<file path="src/hw/rtl/svds_pkg.sv">
// shared types and constants of the string view delimiter splitter
`timescale 1ns / 1ps
`default_nettype none

package svds_pkg;

    // width of a position field on the result channel
    localparam int unsigned OUT_POS_W = 16;

    // split mode codes
    localparam logic [2:0] MODE_COMMA      = 3'd0;
    localparam logic [2:0] MODE_SPACE      = 3'd1;
    localparam logic [2:0] MODE_LINE_BREAK = 3'd2;
    localparam logic [2:0] MODE_WHITESPACE = 3'd3;
    localparam logic [2:0] MODE_STRING     = 3'd4;

    // configuration register indexes
    localparam logic [1:0] REG_SPLIT_MODE   = 2'd0;
    localparam logic [1:0] REG_DELIM_LENGTH = 2'd1;
    localparam logic [1:0] REG_DELIM_BYTES  = 2'd2;
    localparam logic [1:0] REG_VIEW_START   = 2'd3;

    // characters the fixed modes split on
    localparam logic [7:0] CHAR_COMMA      = 8'h2C;
    localparam logic [7:0] CHAR_SPACE      = 8'h20;
    localparam logic [7:0] CHAR_LINE_BREAK = 8'h0A;

    // one character of the view
    typedef struct packed {
        logic [7:0] symbol;
        logic       has_symbol;
        logic       last_symbol;
    } t_in_item;

    // one segment of the view
    typedef struct packed {
        logic [OUT_POS_W-1:0] seg_start;
        logic [OUT_POS_W-1:0] seg_end;
        logic                 last_segment;
    } t_out_item;

endpackage

`default_nettype wire

</file>
<file path="src/hw/rtl/string_view_delimiter_splitter_core.sv">
// top level of the string view delimiter splitter
`timescale 1ns / 1ps
`default_nettype none

// channel      direction  handshake            payload
// input item   in         i_valid / o_ready    i_data  (svds_pkg::t_in_item)
// result item  out        o_valid / i_ready    o_data  (svds_pkg::t_out_item)
// config       in         psel/penable/pwrite  paddr, pwdata, prdata, pready
//
// each character is handled in the cycle of its transfer: the segment logic
// and the parallel window compare feed a four-entry result queue directly
// o_ready is high while the queue has room for two results, so items that
// give at most one result each flow at one per cycle while i_ready is high;
// an item that gives two results sends them through the one result port in turn
// synchronous active-low reset empties the queue and starts a new view
// a stalled result port fills the queue and then holds o_ready low

module string_view_delimiter_splitter_core #(
    parameter int unsigned MAX_DELIM_BYTES = 8,
    parameter int unsigned POS_WIDTH       = 16
) (
    input  wire                     i_clk,
    input  wire                     i_rst_n,
    // input items
    input  wire                     i_valid,
    output logic                    o_ready,
    input  wire svds_pkg::t_in_item i_data,
    // result items
    output logic                    o_valid,
    input  wire                     i_ready,
    output svds_pkg::t_out_item     o_data,
    // configuration port
    input  wire                     psel,
    input  wire                     penable,
    input  wire                     pwrite,
    input  wire  [4:0]              paddr,
    input  wire  [63:0]             pwdata,
    output logic [63:0]             prdata,
    output logic                    pready
);

    localparam int unsigned WIN_W      = 8 * MAX_DELIM_BYTES;
    localparam int unsigned FILL_W     = $clog2(MAX_DELIM_BYTES + 1);
    localparam int unsigned FIFO_DEPTH = 4;
    localparam int unsigned PTR_W      = $clog2(FIFO_DEPTH);
    localparam int unsigned CNT_W      = $clog2(FIFO_DEPTH + 1);

    // position to result field width
    function automatic logic [svds_pkg::OUT_POS_W-1:0] pos_out(
        input logic [POS_WIDTH-1:0] p
    );
        logic [31:0] w;
        begin
            w = 32'(p);
            return w[svds_pkg::OUT_POS_W-1:0];
        end
    endfunction

    // configuration registers
    logic [2:0]           r_split_mode;
    logic [3:0]           r_delim_length;
    logic [63:0]          r_delim_bytes;
    logic [POS_WIDTH-1:0] r_view_start;

    // view state
    logic [WIN_W-1:0]     r_window, n_window;
    logic [FILL_W-1:0]    r_fill, n_fill;
    logic [POS_WIDTH-1:0] r_cur, n_cur;
    logic [POS_WIDTH-1:0] r_seg, n_seg;

    // result queue
    svds_pkg::t_out_item  r_fifo [FIFO_DEPTH];
    logic [PTR_W-1:0]     r_head, r_tail;
    logic [CNT_W-1:0]     r_count;

    logic cfg_wr;
    logic in_xfer;
    logic out_xfer;

    assign pready   = 1'b1;
    assign cfg_wr   = psel && penable && pwrite && pready;
    assign o_ready  = (r_count < CNT_W'(FIFO_DEPTH - 1));
    assign o_valid  = (r_count != '0);
    assign o_data   = r_fifo[r_head];
    assign in_xfer  = i_valid && o_ready;
    assign out_xfer = o_valid && i_ready;

    // register read back
    always_comb begin
        case (paddr[4:3])
            svds_pkg::REG_SPLIT_MODE:   prdata = 64'(r_split_mode);
            svds_pkg::REG_DELIM_LENGTH: prdata = 64'(r_delim_length);
            svds_pkg::REG_DELIM_BYTES:  prdata = r_delim_bytes;
            svds_pkg::REG_VIEW_START:   prdata = 64'(r_view_start);
            default:                    prdata = '0;
        endcase
    end

    // delimiter length in use, held at the window size
    logic [FILL_W-1:0] len_used;
    assign len_used = (r_delim_length > 4'(MAX_DELIM_BYTES)) ?
                      FILL_W'(MAX_DELIM_BYTES) : FILL_W'(r_delim_length);

    // shifted window and fill, then a compare for every delimiter length
    logic [WIN_W-1:0]         win_shift;
    logic [FILL_W-1:0]        fill_inc;
    logic [MAX_DELIM_BYTES:0] len_match;
    logic                     str_match;

    assign win_shift = (r_window << 8) | WIN_W'(i_data.symbol);
    assign fill_inc  = (r_fill < FILL_W'(MAX_DELIM_BYTES)) ? r_fill + 1'b1 : r_fill;

    always_comb begin
        len_match[0] = 1'b0;
        for (int l = 1; l <= MAX_DELIM_BYTES; l++) begin
            len_match[l] = 1'b1;
            for (int k = 0; k < MAX_DELIM_BYTES; k++) begin
                if (k < l) begin
                    if (win_shift[8*(l-1-k) +: 8] != r_delim_bytes[8*k +: 8]) begin
                        len_match[l] = 1'b0;
                    end
                end
            end
        end
    end

    assign str_match = (len_used != '0) && (fill_inc >= len_used) && len_match[len_used];

    // character mode match
    logic chr_match;
    always_comb begin
        case (r_split_mode)
            svds_pkg::MODE_COMMA:      chr_match = (i_data.symbol == svds_pkg::CHAR_COMMA);
            svds_pkg::MODE_SPACE:      chr_match = (i_data.symbol == svds_pkg::CHAR_SPACE);
            svds_pkg::MODE_LINE_BREAK: chr_match = (i_data.symbol == svds_pkg::CHAR_LINE_BREAK);
            svds_pkg::MODE_WHITESPACE: chr_match = (i_data.symbol == svds_pkg::CHAR_SPACE) ||
                                                   (i_data.symbol == svds_pkg::CHAR_LINE_BREAK);
            default:                   chr_match = 1'b0;
        endcase
    end

    // segment logic for one transfer
    logic [POS_WIDTH-1:0] pos_next;
    logic [POS_WIDTH-1:0] len_ext;
    logic [POS_WIDTH-1:0] a_start, a_end, b_start, b_end;
    logic                 a_valid;
    logic                 b_valid;
    logic                 is_string;

    assign pos_next  = (&r_cur) ? r_cur : r_cur + 1'b1;
    assign len_ext   = POS_WIDTH'(len_used);
    assign is_string = (r_split_mode == svds_pkg::MODE_STRING);

    always_comb begin
        n_window = r_window;
        n_fill   = r_fill;
        n_cur    = r_cur;
        n_seg    = r_seg;
        a_valid  = 1'b0;
        a_start  = r_seg;
        a_end    = r_cur;
        b_valid  = 1'b0;
        if (i_data.has_symbol) begin
            if (is_string) begin
                n_window = win_shift;
                n_fill   = fill_inc;
                if (str_match) begin
                    a_valid = 1'b1;
                    a_end   = (pos_next >= len_ext) ? pos_next - len_ext : '0;
                    n_seg   = pos_next;
                    n_fill  = '0;
                end
            end else if (chr_match) begin
                a_valid = 1'b1;
                a_end   = r_cur;
                n_seg   = pos_next;
            end
            n_cur = pos_next;
        end
        b_start = n_seg;
        b_end   = n_cur;
        if (i_data.last_symbol) begin
            b_valid  = 1'b1;
            n_window = '0;
            n_fill   = '0;
            n_cur    = r_view_start;
            n_seg    = r_view_start;
        end
    end

    // results in queue form, an end below its start is raised to the start
    svds_pkg::t_out_item res_a, res_b, push_first;
    logic [1:0]          push_cnt;

    always_comb begin
        res_a.seg_start    = pos_out(a_start);
        res_a.seg_end      = pos_out((a_end < a_start) ? a_start : a_end);
        res_a.last_segment = 1'b0;
        res_b.seg_start    = pos_out(b_start);
        res_b.seg_end      = pos_out((b_end < b_start) ? b_start : b_end);
        res_b.last_segment = 1'b1;
        push_first         = a_valid ? res_a : res_b;
        push_cnt           = in_xfer ? (2'(a_valid) + 2'(b_valid)) : 2'd0;
    end

    // configuration and view state
    always_ff @(posedge i_clk) begin
        if (!i_rst_n) begin
            r_split_mode   <= svds_pkg::MODE_COMMA;
            r_delim_length <= 4'd1;
            r_delim_bytes  <= 64'd44;
            r_view_start   <= '0;
            r_window       <= '0;
            r_fill         <= '0;
            r_cur          <= '0;
            r_seg          <= '0;
        end else if (cfg_wr) begin
            case (paddr[4:3])
                svds_pkg::REG_SPLIT_MODE:   r_split_mode   <= pwdata[2:0];
                svds_pkg::REG_DELIM_LENGTH: r_delim_length <= pwdata[3:0];
                svds_pkg::REG_DELIM_BYTES:  r_delim_bytes  <= pwdata;
                svds_pkg::REG_VIEW_START: begin
                    r_view_start <= POS_WIDTH'(pwdata[15:0]);
                    r_cur        <= POS_WIDTH'(pwdata[15:0]);
                    r_seg        <= POS_WIDTH'(pwdata[15:0]);
                    r_window     <= '0;
                    r_fill       <= '0;
                end
                default: ;
            endcase
        end else if (in_xfer) begin
            r_window <= n_window;
            r_fill   <= n_fill;
            r_cur    <= n_cur;
            r_seg    <= n_seg;
        end
    end

    // result queue storage
    always_ff @(posedge i_clk) begin
        if (push_cnt != 2'd0) begin
            r_fifo[r_tail] <= push_first;
        end
        if (push_cnt == 2'd2) begin
            r_fifo[r_tail + 1'b1] <= res_b;
        end
    end

    // result queue pointers
    always_ff @(posedge i_clk) begin
        if (!i_rst_n) begin
            r_head  <= '0;
            r_tail  <= '0;
            r_count <= '0;
        end else begin
            r_tail  <= r_tail + PTR_W'(push_cnt);
            r_head  <= r_head + PTR_W'(out_xfer);
            r_count <= r_count + CNT_W'(push_cnt) - CNT_W'(out_xfer);
        end
    end

endmodule

`default_nettype wire

</file>
<file path="config.mk">
export PLATFORM = sky130hd
export DESIGN_NAME = string_view_delimiter_splitter_core
export DESIGN_NICKNAME = d
export VERILOG_FILES = /design/src/hw/rtl/svds_pkg.sv /design/src/hw/rtl/string_view_delimiter_splitter_core.sv
export SDC_FILE = /design/constraint.sdc
export NUM_CORES = 1
export LEC_CHECK = 0
export ABC_AREA = 0
export BUFFER_PORTS_ARGS = -buffer_cell sky130_fd_sc_hd__buf_2
export CORE_MARGIN = 10
export CORE_UTILIZATION = 55
export CTS_CLUSTER_DIAMETER = 200
export DETAILED_ROUTE_END_ITERATION = 10
export PLACE_DENSITY = 0.81
export SLEW_MARGIN = 15
export SYNTH_ARGS = -nofsm -noshare
export SYNTH_HDL_FRONTEND = slang
export SYNTH_SLANG_ARGS = --single-unit
</file>
<file path="constraint.sdc">
create_clock -name i_clk -period 13.6 [get_ports i_clk]
set_input_delay 2.04 -clock i_clk [delete_from_list [all_inputs] [get_ports i_clk]]
set_output_delay 2.04 -clock i_clk [all_outputs]
set_load 0.01 [all_outputs]
</file>
==> impl_metrics.yaml, run 1 <==
setup_path:
  required_ps: 13860
  start_kind: "register"
  cp-end-kind: "register"
  critPathKind: "reg2reg"
  crit_start: "r_cur[4]"
  critPathArrivalTime_ps: 9000
  cp_max_fo: 16
  r2r-start: "r_cur[4]"
floorplanning:
  fp.coreArea_mm2: 0.0374
  rows: 71
  boundaryPins: 186
  start_util: 0.555
  die_h_um: 214
  die_area_mm2: 0.0459
  die_w_um: 214
timing:
  tightest_slew_ps: 1230
  slew_headroom: 0.174
  fmax_mhz: 114
  tns_ps: 0
  setup_violations: 0
  fin_skew_ps: 19.9
  finalMaxSlewViolations: 0
  period_needed_ps: 8740
  rsz0062_at_grt: "false"
  hold_viol_final: 0
  final.period_utilization: 0.643
grt:
  grt.overflow.total: 0
  grtUsageMet2: 0.505
  grtUsageMet3: 0.0557
  grt-busiest-layer: "met2"
  grtUsageMet1: 0.354
  grt_max_degree: 132
  grt_pass1_vias: 18100
  antenna_found_initial: 2
  grtUsageTotal: 0.303
  grt_pass1_wl_um: 109000
pwr:
  power_density_mw_per_mm2: 131
  peakVddDrop_mv: 0.0911
  p_leak_nw: 9.19
routing:
  drt_iter0_drc: 1866
  dr_total_vias: 18600
  antenna_left: 0
  wl_per_cell_um: 25.0
  drc: 0
  wl_um: 72100
  dr.pass1.iters: 6
  viasPerCell: 6.46
synthesis:
  ys_warn_count: 0
  syn_nets: 2464
  synth-edff-count: 128
  yosys.cell_types.count: 78
  synth_top_area_share: 0.185
  synth_top_area_cell: "edfxtp_1"
  syn_inst: 2330
  synth_area_leaders: "edfxtp_1, dfxtp_1, xor2_1"
  synth_area_per_cell_um2: 8.90
  synthFlopType: "dfxtp_1"
  async_flop_share: 0
  ys_ff_latch: 318
  synth.yosys.seq_area_share: 0.369
  ys_top_cells_by_count: "nand2_1, xor2_1, dfxtp_1"
  synthMostInstantiatedCell: "nand2_1"
  syn_area_mm2: 0.0207
cts:
  cts_buffers: 35
  cts_tree: "yes"
  htreeDepth: 2
  cts_hold_buf: 0
  ctsResizeCount: 0
  cts_buffer_depth: 3
  clockRootBuffer: "clkbuf_16"
  clkLatencyLatePin_ps: 560
  cts_sinks: 318
  post_cts_buffers: 0
  clkTransAtPathRegs_ps: 60
placed_design:
  port_buffers: 181
  placed_area_mm2: 0.0216
  dp_hpwl_um: 50700
  gp_congestion: 1.05
worst_hold_path:
  holdCritPathClass: "reg2reg"
  hold_path_startpoint: "r_fifo[1][0]"
layout:
  fillCellCount: 3189
  layout-drive-gt1-share: 0.143
  stdcell_area_mm2: 0.0228
  nets: 2476
  area_growth_syn_to_layout_pct: 9.86
run_status:
  status: "finished clean"
job:
  drv_cap: 0
[critical path, cell delays in order (launching register included)]
cell and delay (ps):
dfxtp_1 670, nand4_1 430, nor3_1 700, nand2_1 310
xnor2_1 320, ha_1 250, fa_1 220, nor2b_1 70
o21ai_0 140, nand2b_1 170, a211oi_1 460, and2_1 350
and2_1 520, o31ai_1 190, ha_1 330, a21o_1 160
a21o_1 170, a21oi_1 130, o21ai_0 110, a21o_1 190
a21oi_1 200, or4b_2 660, o21ai_4 680, mux2i_1 820
o22ai_1 210
[placed cells by master, fill, tap and decap left out, types with 54 or more instances in the layout]
master,Yosys,routed
o21ai_0,80,79
nand2_1,302,299
mux2i_1,54,54
xnor2_1,71,71
a21boi_0,136,136
dfxtp_1,190,189
o22ai_1,110,110
buf_2,43,180
nand3_1,91,91
nor4_1,56,56
and2_1,67,66
nor2_1,70,69
xor2_1,226,226
edfxtp_1,128,128
[report_power, final]
group / switching (mW) / internal (mW)
Clock: 0.406 / 0.603
Combinational: 0.552 / 0.322
Sequential: 0.0661 / 1.04
[cells by family after synthesis]
| group | after synthesis | share of synthesized area |
|---|---|---|
| buffers and inverters | 282 | 0.0563 |
| AO/OA/AOI/OAI | 521 | 0.167 |
| other | 1 | 0.000181 |
| multiplexers | 105 | 0.0735 |
| flip-flops | 318 | 0.369 |
| adder cells (fa/ha/maj) | 48 | 0.0297 |
| XOR/XNOR | 297 | 0.125 |
| AND/OR/NAND/NOR | 758 | 0.180 |
[final cells by class]
| class | instances | area [um2] | share of cell area |
|---|---|---|---|
| timing repair buffer | 207 | 1100 | 0.0484 |
| inverter | 50 | 188 | 0.00824 |
| clock inverter | 18 | 245 | 0.0108 |
| tap | 511 | 639 | 0.0281 |
| multi-input combinational | 1730 | 12000 | 0.526 |
| clock buffer | 45 | 966 | 0.0424 |
| antenna | 1 | 2.50 | 0.000110 |
| sequential | 318 | 7650 | 0.336 |
[per-stage QoR]
step | util | setup WS (ps) | total power, mW | hold slack (ps) | instances
2_1_floorplan | - | 6300 | 1.70 | 435 | 2330
3_3_place_gp | 0.577 | 4720 | 1.95 | 444 | 2816
3_5_place_dp | 0.577 | 4630 | 1.97 | 457 | 2816
4_1_cts | 0.609 | 5070 | 2.97 | 471 | 2879
5_1_grt | 0.609 | 4270 | 3.11 | 479 | 2880
6_report | 0.609 | 4860 | 2.99 | 468 | 2880
[per-layer routing]
metal	share of wire	wire, um	up-vias
li1	-	-	8286
met1	0.36	26000	8872
met2	0.47	34200	1147
met3	0.089	6440	300
met4	0.075	5440	2
met5	0.00014	10	-
[worst paths after layout]
path	end	slack [ps]	cells past startpoint
setup reg to reg	r_fifo[2][11]	4860	24
hold / removal	r_fifo[1][0]	470	1
hold reg to reg	r_fifo[1][0]	470	1
setup / recovery	r_fifo[2][11]	4860	24
[flip-flops by register name (all words and copies together), names as in the netlist]
register / cells
a_start: 16
r_tail: 2
r_head: 2
r_view_start: 16
r_delim_bytes: 64
r_window: 56
r_split_mode: 3
r_count: 3
r_fill: 4
r_fifo: 132
r_cur: 16
r_delim_length: 4
Power figures use the tool's default switching activity.
==> run 2, diff against run 1 <==
clock period = 8.39 ns   (was 13.6 ns; I/O delays follow)
==> impl_metrics.yaml, run 2 (synthesis gave the netlist of run 1 again) <==
timing:
  finalMaxSlewViolations: 0
  tightest_slew_ps: 1270
  final.period_utilization: 0.930
  setup_violations: 0
  slew_headroom: 0.143
  tns_ps: 0
  fmax_mhz: 128
  fin_skew_ps: 30.9
  hold_viol_final: 0
  fin_ws_ps: 585
  rsz0062_at_grt: "false"
  period_needed_ps: 7800
placed_design:
  placed_cells: 2847
  dp_hpwl_um: 53200
  pre_cts_slack_ps: 712
  port_buffers: 181
  gp_congestion: 1.08
floorplanning:
  die_w_um: 214
  fp.coreArea_mm2: 0.0374
  rows: 71
  boundaryPins: 186
  die_h_um: 214
  die_area_mm2: 0.0459
  start_util: 0.555
grt:
  grtUsageMet2: 0.528
  grt_max_degree: 119
  grt-busiest-layer: "met2"
  antenna_found_initial: 1
  grt.overflow.total: 0
  grt_pass1_vias: 18200
  grt_pass1_wl_um: 112000
  grtUsageMet1: 0.358
  grtUsageMet3: 0.0564
  grtUsageTotal: 0.311
cts:
  cts_buffer_depth: 3
  cts_sinks: 318
  cts_tree: "yes"
  cts_hold_buf: 0
  clkLatencyLatePin_ps: 580
  clkTransAtPathRegs_ps: 60
  ctsResizeCount: 0
  cts_buffers: 37
  post_cts_buffers: 0
  clockRootBuffer: "clkbuf_16"
  htreeDepth: 2
run_status:
  status: "finished clean"
layout:
  final_cell_mix: "nand2_1, xor2_1, dfxtp_1, buf_2, a21boi_0"
  area_growth_syn_to_layout_pct: 11.1
  layout-drive-gt1-share: 0.157
  final_common_cell: "nand2_1"
  top_register: "r_fifo"
  reg_top3: "r_fifo (132), r_delim_bytes (64), r_window (56)"
  largest_reg_flops: 132
  final_cells: 2912
  nets: 2509
  num_antenna_cells: 0
  fillCellCount: 3160
routing:
  wl_per_cell_um: 25.4
  viasPerCell: 6.37
  drt_iter0_drc: 2021
  drc: 0
  antenna_left: 0
  wl_um: 74100
  dr.pass1.iters: 5
  dr_total_vias: 18500
setup_path:
  r2r-start: "r_cur[5]"
  cp_slowest_cell: "o41a_1"
  worst_r2r_path_depth: 23
  crit_cells: 23
  cp_cell_sequence: "nand4_1 > o41a_1 > nor2_1 > ha_1 > nor2b_1 > o21ai_0 > nand2b_1 > a211oi_1 > and2_1 > and2_1 > o31ai_1 > ha_1 > a21o_1 > a21o_1 > a21oi_1 > o21ai_0 > a21o_1 > a21oi_1 > or4b_2 > o21ai_4 > buf_4 > mux2i_2 > o21ai_1"
  cp-end-kind: "register"
  crit_family: "compound AO/OA/AOI/OAI gates"
  cpMostUsedCell: "a21o_1"
  crit_start: "r_cur[5]"
  crit_end: "r_fifo[2][13]"
  cp_num_buf_inv: 1
  critical-path-max-stage-delay_ps: 690
  required_ps: 8680
  critPathArrivalTime_ps: 8100
  critPathKind: "reg2reg"
  rr_endpoint: "r_fifo[2][13]"
  cp_max_fo: 13
  r2r_slack_ps: 590
  start_kind: "register"
pwr:
  p_leak_nw: 9.35
  power_density_mw_per_mm2: 213
  peakVddDrop_mv: 0.153
job:
  drv_cap: 0
worst_hold_path:
  holdCritPathClass: "reg2reg"
[run 2: worst min-delay path by stage]
stage | start | end | slack (ps) | cells past startpoint
3_3_place_gp | r_fifo[1][0] | r_fifo[1][0] | 450 | 1
3_5_place_dp | r_fifo[2][0] | r_fifo[2][0] | 470 | 1
2_1_floorplan | r_fifo[2][0] | r_fifo[2][0] | 440 | 1
6_report | r_window[52] | r_window[52] | 480 | 2
5_1_grt | r_fifo[3][0] | r_fifo[3][0] | 510 | 1
4_1_cts | r_view_start[3] | r_view_start[3] | 480 | 2
[run 2: worst min-delay path: stages (launching register included)]
cell	delay (ps)
dfxtp_1	320
nand2_1	50
a21boi_0	60
[run 2: cell type report]
| class | instances | area, um2 | share of cell area |
|---|---|---|---|
| multi-input cells | 1730 | 12000 | 0.520 |
| well taps | 511 | 639 | 0.0277 |
| clock inverters | 18 | 199 | 0.00863 |
| flip-flops and latches | 318 | 7650 | 0.332 |
| inverters | 50 | 188 | 0.00814 |
| repair buffers | 238 | 1340 | 0.0580 |
| clock buffers | 47 | 1040 | 0.0453 |
[run 2: through the flow]
step | cell area, um2 | total power [mW] | hold WS (ps) | util
2_1_floorplan | 20700 | 2.75 | 435 | -
3_3_place_gp | 21800 | 3.21 | 446 | 0.583
3_5_place_dp | 21800 | 3.24 | 468 | 0.583
4_1_cts | 23000 | 4.89 | 485 | 0.616
5_1_grt | 23100 | 5.11 | 508 | 0.616
6_report | 23100 | 4.92 | 484 | 0.616
[run 2: where the power goes]
group          internal (mW)  leakage [nW]  switching (mW)
Combinational          0.560          5.90           0.899
Sequential              1.69          2.84           0.105
Clock                  0.979         0.609           0.688
Total                   3.23          9.35            1.69
[run 2: routing by layer]
layer / part of all wire / vias up / wire length [um]
met5: 0.00012 / - / 9
li1: - / 8369 / -
met1: 0.37 / 8803 / 27200
met4: 0.071 / 2 / 5270
met3: 0.079 / 285 / 5870
met2: 0.48 / 1088 / 35700
